===== src/roman_numeral_encoder_assert.svh =====
// assertion macros for the roman numeral encoder
// each expects clk and rst_n in scope
`ifndef ROMAN_NUMERAL_ENCODER_ASSERT_SVH
`define ROMAN_NUMERAL_ENCODER_ASSERT_SVH

`ifndef SYNTH
`define RNE_ASSERT_IMP(lbl, ante, cons) \
    lbl: assert property (@(posedge clk) disable iff (!rst_n) (ante) |-> (cons)) \
        else $error("roman numeral encoder: assertion failed");
`define RNE_ASSERT_NEXT(lbl, ante, cons) \
    lbl: assert property (@(posedge clk) disable iff (!rst_n) (ante) |=> (cons)) \
        else $error("roman numeral encoder: assertion failed");
`else
`define RNE_ASSERT_IMP(lbl, ante, cons)
`define RNE_ASSERT_NEXT(lbl, ante, cons)
`endif

`endif


===== src/rne_pkg.sv =====
package rne_pkg;

    localparam int unsigned VALUE_W  = 12;
    localparam int unsigned SYMBOL_W = 7;
    localparam int unsigned STEP_W   = 4;

    localparam logic [VALUE_W-1:0] MAX_VALUE = 12'd3999;
    localparam logic [STEP_W-1:0]  LAST_STEP = 4'd12;

    localparam logic [SYMBOL_W-1:0] CH_NONE = 7'h00;
    localparam logic [SYMBOL_W-1:0] CH_I    = 7'h49;
    localparam logic [SYMBOL_W-1:0] CH_V    = 7'h56;
    localparam logic [SYMBOL_W-1:0] CH_X    = 7'h58;
    localparam logic [SYMBOL_W-1:0] CH_L    = 7'h4C;
    localparam logic [SYMBOL_W-1:0] CH_C    = 7'h43;
    localparam logic [SYMBOL_W-1:0] CH_D    = 7'h44;
    localparam logic [SYMBOL_W-1:0] CH_M    = 7'h4D;

    typedef enum logic [1:0] {
        ST_IDLE,
        ST_CHECK,
        ST_RUN,
        ST_PAIR
    } state_t;

    // one microcode word: weight, letters, and jump target when the weight does not fit
    typedef struct packed {
        logic [VALUE_W-1:0]  weight;
        logic [SYMBOL_W-1:0] first;
        logic [SYMBOL_W-1:0] second;
        logic [STEP_W-1:0]   skip_to;
    } ucode_t;

    function automatic ucode_t ucode_rom(input logic [STEP_W-1:0] step);
        ucode_t w;
        case (step)
            4'd0:    w = '{12'd1000, CH_M, CH_NONE, 4'd1};
            4'd1:    w = '{12'd900,  CH_C, CH_M,    4'd2};
            4'd2:    w = '{12'd500,  CH_D, CH_NONE, 4'd3};
            4'd3:    w = '{12'd400,  CH_C, CH_D,    4'd4};
            4'd4:    w = '{12'd100,  CH_C, CH_NONE, 4'd5};
            4'd5:    w = '{12'd90,   CH_X, CH_C,    4'd6};
            4'd6:    w = '{12'd50,   CH_L, CH_NONE, 4'd7};
            4'd7:    w = '{12'd40,   CH_X, CH_L,    4'd8};
            4'd8:    w = '{12'd10,   CH_X, CH_NONE, 4'd9};
            4'd9:    w = '{12'd9,    CH_I, CH_X,    4'd10};
            4'd10:   w = '{12'd5,    CH_V, CH_NONE, 4'd11};
            4'd11:   w = '{12'd4,    CH_I, CH_V,    4'd12};
            4'd12:   w = '{12'd1,    CH_I, CH_NONE, 4'd12};
            default: w = '{12'd1,    CH_I, CH_NONE, 4'd12};
        endcase
        return w;
    endfunction

endpackage


===== src/roman_numeral_encoder.sv =====
// Converts one unsigned number per input transfer into its Roman numeral, sent
// as a run of ASCII letters (I V X L C D M), one letter per output transfer, with
// tlast on the final letter; only the standard subtractive pairs (CM CD XC XL IX IV)
// are used. Zero and numbers above 3999 give a single transfer with symbol zero,
// tlast and the error flag in tuser. A 13-word microcode table (M, CM, D, ... I)
// drives a subtract-and-compare datapath: each cycle in the loop either sends a
// letter and subtracts the weight, or jumps to the next table word; a pair's second
// letter is sent in a separate step with no subtraction, and a letter waits while
// the output is held back. After acceptance the number is range-checked, then its
// letters are sent. The next number is taken only once the last letter has been
// loaded into the output register.
module roman_numeral_encoder
(
    input  logic        clk,
    input  logic        rst_n,
    input  logic        s_tvalid,
    output logic        s_tready,
    input  logic [15:0] s_tdata,   // [11:0] value, [15:12] zero
    output logic        m_tvalid,
    input  logic        m_tready,
    output logic [7:0]  m_tdata,   // [6:0] symbol, [7] zero
    output logic        m_tlast,
    output logic [0:0]  m_tuser    // [0] range_error
);

`include "roman_numeral_encoder_assert.svh"

    // sequencer state
    rne_pkg::state_t                    state_reg, state_next;
    logic [rne_pkg::STEP_W-1:0]         pc_reg, pc_next;
    logic [rne_pkg::VALUE_W-1:0]        remaining_reg, remaining_next;
    logic [rne_pkg::SYMBOL_W-1:0]       pending_reg, pending_next;

    // output register
    logic                               out_valid_reg, out_valid_next;
    logic [rne_pkg::SYMBOL_W-1:0]       symbol_reg, symbol_next;
    logic                               last_reg, last_next;
    logic                               error_reg, error_next;

    rne_pkg::ucode_t                    word;
    logic [rne_pkg::VALUE_W-1:0]        diff;
    logic                               fits;
    logic                               slot_free;
    logic                               in_xfer;
    logic                               out_of_range;

    assign word         = rne_pkg::ucode_rom(pc_reg);
    assign diff         = remaining_reg - word.weight;
    assign fits         = remaining_reg >= word.weight;
    assign slot_free    = !out_valid_reg || m_tready;
    assign in_xfer      = s_tvalid && s_tready;
    assign out_of_range = (remaining_reg == '0) || (remaining_reg > rne_pkg::MAX_VALUE);

    assign s_tready = (state_reg == rne_pkg::ST_IDLE);
    assign m_tvalid = out_valid_reg;
    assign m_tdata  = {1'b0, symbol_reg};
    assign m_tlast  = last_reg;
    assign m_tuser  = error_reg;

    // next state
    always_comb
    begin
        state_next = state_reg;
        case (state_reg)
            rne_pkg::ST_IDLE:
            begin
                if (in_xfer)
                begin
                    state_next = rne_pkg::ST_CHECK;
                end
            end
            rne_pkg::ST_CHECK:
            begin
                if (out_of_range)
                begin
                    if (slot_free)
                    begin
                        state_next = rne_pkg::ST_IDLE;
                    end
                end
                else
                begin
                    state_next = rne_pkg::ST_RUN;
                end
            end
            rne_pkg::ST_RUN:
            begin
                if (fits && slot_free)
                begin
                    if (word.second != rne_pkg::CH_NONE)
                    begin
                        state_next = rne_pkg::ST_PAIR;
                    end
                    else if (diff == '0)
                    begin
                        state_next = rne_pkg::ST_IDLE;
                    end
                end
            end
            rne_pkg::ST_PAIR:
            begin
                if (slot_free)
                begin
                    state_next = (remaining_reg == '0) ? rne_pkg::ST_IDLE : rne_pkg::ST_RUN;
                end
            end
            default:
            begin
                state_next = rne_pkg::ST_IDLE;
            end
        endcase
    end

    // datapath and output register control
    always_comb
    begin
        pc_next        = pc_reg;
        remaining_next = remaining_reg;
        pending_next   = pending_reg;
        out_valid_next = out_valid_reg && !m_tready;
        symbol_next    = symbol_reg;
        last_next      = last_reg;
        error_next     = error_reg;
        case (state_reg)
            rne_pkg::ST_IDLE:
            begin
                if (in_xfer)
                begin
                    remaining_next = s_tdata[rne_pkg::VALUE_W-1:0];
                    pc_next        = '0;
                    pending_next   = rne_pkg::CH_NONE;
                end
            end
            rne_pkg::ST_CHECK:
            begin
                // out-of-range number: one error transfer
                if (out_of_range && slot_free)
                begin
                    out_valid_next = 1'b1;
                    symbol_next    = rne_pkg::CH_NONE;
                    last_next      = 1'b1;
                    error_next     = 1'b1;
                    remaining_next = '0;
                end
            end
            rne_pkg::ST_RUN:
            begin
                if (!fits)
                begin
                    // conditional jump to the next weight
                    pc_next = word.skip_to;
                end
                else if (slot_free)
                begin
                    out_valid_next = 1'b1;
                    symbol_next    = word.first;
                    last_next      = (word.second == rne_pkg::CH_NONE) && (diff == '0);
                    error_next     = 1'b0;
                    remaining_next = diff;
                    pending_next   = word.second;
                end
            end
            rne_pkg::ST_PAIR:
            begin
                if (slot_free)
                begin
                    out_valid_next = 1'b1;
                    symbol_next    = pending_reg;
                    last_next      = (remaining_reg == '0);
                    error_next     = 1'b0;
                    pending_next   = rne_pkg::CH_NONE;
                end
            end
            default:
            begin
                pending_next = rne_pkg::CH_NONE;
            end
        endcase
    end

    always_ff @(posedge clk or negedge rst_n)
    begin
        if (!rst_n)
        begin
            state_reg     <= rne_pkg::ST_IDLE;
            pc_reg        <= '0;
            remaining_reg <= '0;
            pending_reg   <= rne_pkg::CH_NONE;
            out_valid_reg <= 1'b0;
        end
        else
        begin
            state_reg     <= state_next;
            pc_reg        <= pc_next;
            remaining_reg <= remaining_next;
            pending_reg   <= pending_next;
            out_valid_reg <= out_valid_next;
        end
    end

    // output payload, no reset needed
    always_ff @(posedge clk)
    begin
        symbol_reg <= symbol_next;
        last_reg   <= last_next;
        error_reg  <= error_next;
    end

    // an error transfer carries no letter and closes the run
    `RNE_ASSERT_IMP(a_error_shape, out_valid_reg && error_reg, last_reg && symbol_reg == rne_pkg::CH_NONE)
    // a normal transfer always carries a letter
    `RNE_ASSERT_IMP(a_letter_nonzero, out_valid_reg && !error_reg, symbol_reg != rne_pkg::CH_NONE)
    // the loop only runs on a nonzero, in-range remainder
    `RNE_ASSERT_IMP(a_run_remaining, state_reg == rne_pkg::ST_RUN, remaining_reg != '0 && remaining_reg <= rne_pkg::MAX_VALUE && pc_reg <= rne_pkg::LAST_STEP)
    // a pair state always holds its second letter
    `RNE_ASSERT_IMP(a_pair_pending, state_reg == rne_pkg::ST_PAIR, pending_reg != rne_pkg::CH_NONE)
    // an accepted number is range-checked next
    `RNE_ASSERT_NEXT(a_accept_check, in_xfer, state_reg == rne_pkg::ST_CHECK)

endmodule

===== config.mk =====
export PLATFORM = sky130hd
export DESIGN_NAME = roman_numeral_encoder
export DESIGN_NICKNAME = d
export VERILOG_FILES = /design/src/rne_pkg.sv /design/src/roman_numeral_encoder.sv
export VERILOG_INCLUDE_DIRS = /design/src /design/src/src
export SDC_FILE = /design/constraint.sdc
export NUM_CORES = 1
export LEC_CHECK = 0
export BUFFER_PORTS_ARGS = -buffer_cell sky130_fd_sc_hd__clkbuf_2
export CAP_MARGIN = 20
export CORE_UTILIZATION = 55
export CTS_BUF_LIST = sky130_fd_sc_hd__clkbuf_4 sky130_fd_sc_hd__clkbuf_8
export CTS_CLUSTER_DIAMETER = 50
export DETAILED_ROUTE_END_ITERATION = 12
export GPL_TIMING_DRIVEN = 0
export PLACE_DENSITY = 0.91
export SETUP_SLACK_MARGIN = 0.15
export SYNTH_ARGS = -nofsm -noshare
export SYNTH_HDL_FRONTEND = slang
export SYNTH_SLANG_ARGS = --single-unit

===== constraint.sdc =====
create_clock -name clk -period 3.5 [get_ports clk]
set_input_delay 0.7 -clock clk [delete_from_list [all_inputs] [get_ports clk]]
set_output_delay 0.7 -clock clk [all_outputs]
set_load 0.005 [all_outputs]

==> qor.csv <==
stage,metric,value,unit
setup_path,R2R setup slack,-0.18,ns
logic_synthesis,Synth top area share,24.3,%
timing,Fin. Hold Viols,0,
timing,setup ws final,-0.183,ns
final_layout,"commonest cells after routing, fill and taps aside","a21oi_1, nand2_1, clkbuf_2",
global_route,Total GRT Usage,31.2,%
placed_design,placer congestion estimate,0.952,
final_layout,Layout area overhead,24.9,%
setup_path,Reg2Reg Depth,14,
logic_synthesis,Synth area leaders,"dfrtp_1, edfxtp_1, ha_1",
timing,"Slew Viols, Final",0,
logic_synthesis,Mapped Area,2570,um^2
setup_path,kind of critical path,reg -> reg,
final_layout,n_diodes,0,
setup_path,Reg-to-Reg End,state_reg[1],
placed_design,worst slack at placement,-0.408,ns
timing,Final setup viols,4,
route,final antenna-violating net count,0,
timing,period utilization,105,%
setup_path,Worst EP arrival,3.87,ns
route,DRT iter0 DRCs,349,
setup_path,Worst Path Required,3.68,ns
power,Leak Pwr,0.00146,uW
global_route,largest net degree at the start of global routing,26,
logic_synthesis,Synth cell types,51,
logic_synthesis,Synth area leader,dfrtp_1,
clocking,Num CTS Buffers,5,
route,DRT Pass-1 Iters,8,
clocking,later-pin clock latency in the skew report,0.30,ns
logic_synthesis,Synth Flop Type,dfrtp_1,
logic_synthesis,Synth async-reset ratio,75.8,%
placed_design,Buffers on Ports,25,
outcome,status,"finished, violations left",
timing,RSZ-0062 raised after global routing,true,
timing,fmax,0.272,GHz
logic_synthesis,Gate Count Post-Synth,307,
logic_synthesis,yosys warns,0,
logic_synthesis,Post-synth EDFFs,8,
run,max_cap viols,0,
setup_path,CP endpoint kind,flip-flop,
timing,Tmin final,3.68,ns
die,area of the die,4960,um^2
final_layout,max FFs per register,12,
placed_design,Placed Cells,385,
clocking,cts hold-fix bufs,0,
die,DIE WIDTH,70.4,um
power,cell area power density,1100,nW/um^2
logic_synthesis,Seq cells post-synth,33,
hold_path,Hold Path Class,in -> async,
global_route,number of global-route vias before repair,2705,
die,# rows,24,
setup_path,worst-path maximum fanout,8,
clocking,CTS tree,yes,
route,Routed WL,7780,um
die,Starting Density,58.3,%
setup_path,CP Launch Type,flip-flop,
final_layout,"most common cell after layout, fill and taps aside",a21oi_1,
route,DRC,0,
setup_path,worst reg2reg path startpoint,pc_reg[3],
timing,Layout Skew,0.00459,ns
clocking,clock buffer depth,2,
die,Core ar.,4410,um^2
die,Ports,32,
timing,Worst-Margin Slew,0.665,ns
route,vias per inst,6.73,
route,Vias,2785,
final_layout,layout cells sized above 1,27.9,%
global_route,antenna violations before repair,0,
placed_design,Detail Placement HPWL,5030,um
logic_synthesis,"Avg Cell Area, Syn",8.38,um^2
global_route,total gr overflow,0,
global_route,global-route wire length before repair,12200,um
route,routed length per instance,18.8,um
die,Die Y,70.4,um
power,maximum vdd drop,0.687,mV
clocking,CTS sink cnt,33,
final_layout,Layout Cells excl Fill,414,
outcome,failing checks,negative setup slack,
final_layout,Final #Nets,401,
logic_synthesis,register area share after synthesis,33.6,%
clocking,clk slew on worst S/H paths,0.07,ns
power,Pwr Total,3540,uW
timing,Relative slew margins,55.7,%
timing,final hold slack,0.424,ns
clocking,Root Buffer,clkbuf_8,
clocking,H-Tree Depth,2,
==> where the power goes <==
part	total [uW]	internal, uW	switching (uW)
Combinational	2550	1160	1390
Clock	295	137	157
Sequential	692	570	122
Total	3540	1870	1670
==> logic make-up after synthesis <==
family / share of synthesized area, %
fa+ha+maj: 10.0
compound gates: 23.5
xor+xnor: 2.04
simple gates: 19.9
mux: 5.06
buf+inv: 5.64
flops: 33.6
other cells: 0.146
==> worst max-delay path, cell delays in order, from the launching register on <==
cell and delay [ns]:
dfrtp_1 0.37, clkbuf_4 0.18, nor2b_1 0.37, nand2_1 0.15, o21a_1 0.17, ha_4 0.24
a21o_1 0.20, a221oi_2 0.35, buf_4 0.18, o21ai_2 0.06, xor2_2 0.19, nor4_2 0.29
nand4_1 0.21, a31oi_2 0.28, mux2_4 0.32
==> how the worst max path moves through the flow <==
stage,startpoint,slack [ns],to,cells after the start
floorplan,pc_reg[0],0.18,state_reg[1],14
global placement,pc_reg[2],-0.28,state_reg[1],14
detailed placement,pc_reg[0],-0.41,state_reg[1],14
CTS,pc_reg[2],0.05,state_reg[1],14
global route,pc_reg[3],-0.29,state_reg[1],14
finish,pc_reg[3],-0.18,state_reg[1],14
==> layer usage <==
layer | vias up | wire, um | track usage (%)
li1 | 1221 | - | -
met1 | 1327 | 3020 | 39.2
met2 | 196 | 3800 | 52.1
met3 | 41 | 670 | 6.06
met4 | 0 | 285 | 13.1
met5 | - | 0 | 0
==> layout make-up <==
| cell class | instances | area [um^2] |
|---|---|---|
| buffer | 16 | 118 |
| timing repair buffer | 46 | 283 |
| clock inverter | 3 | 17.5 |
| multi-input combinational | 239 | 1710 |
| fill | 280 | 1200 |
| tap | 52 | 65.1 |
| clock buffer | 5 | 68.8 |
| inverter | 20 | 80.1 |
| sequential | 33 | 870 |
==> synthesized netlist by cell type (3+ instances only) <==
cell type and count:
nand2b_1 4, a22o_1 4, o21ai_1 9, nor3b_1 3
or3_1 3, ha_1 19, nand3_1 3, nand4_1 5
edfxtp_1 8, dfrtp_1 25, o211ai_1 4, nor2_1 26
nor3_1 5, a21oi_1 37, a31oi_1 4, nor4_1 6
clkbuf_1 12, a221oi_1 5, inv_1 19, mux2i_1 4
xor2_1 4, o21ai_0 11, and3_1 6, nor2b_1 5
a21o_1 3, o21a_1 4, mux2_1 8, nand2_1 30
==> repair_timing <==
item / CTS / global route
pin swaps: 8 / 6
setup endpoints to repair: 32 / 31
gates resized for setup: 23 / 26
setup buffers: 18 / 3
==> stage by stage <==
stage / setup TNS, ns / instance area [um^2] / utilization, %
3_3_place_gp: -1.97 / 2800 / 63.5
3_5_place_dp: -5.33 / 2800 / 63.5
5_1_grt: -0.790 / 3220 / 72.8
2_1_floorplan: 0 / 2610 / -
4_1_cts: 0 / 3110 / 70.4
6_report: -0.366 / 3220 / 72.8
No activity file was read; power rests on OpenSTA's default activity.
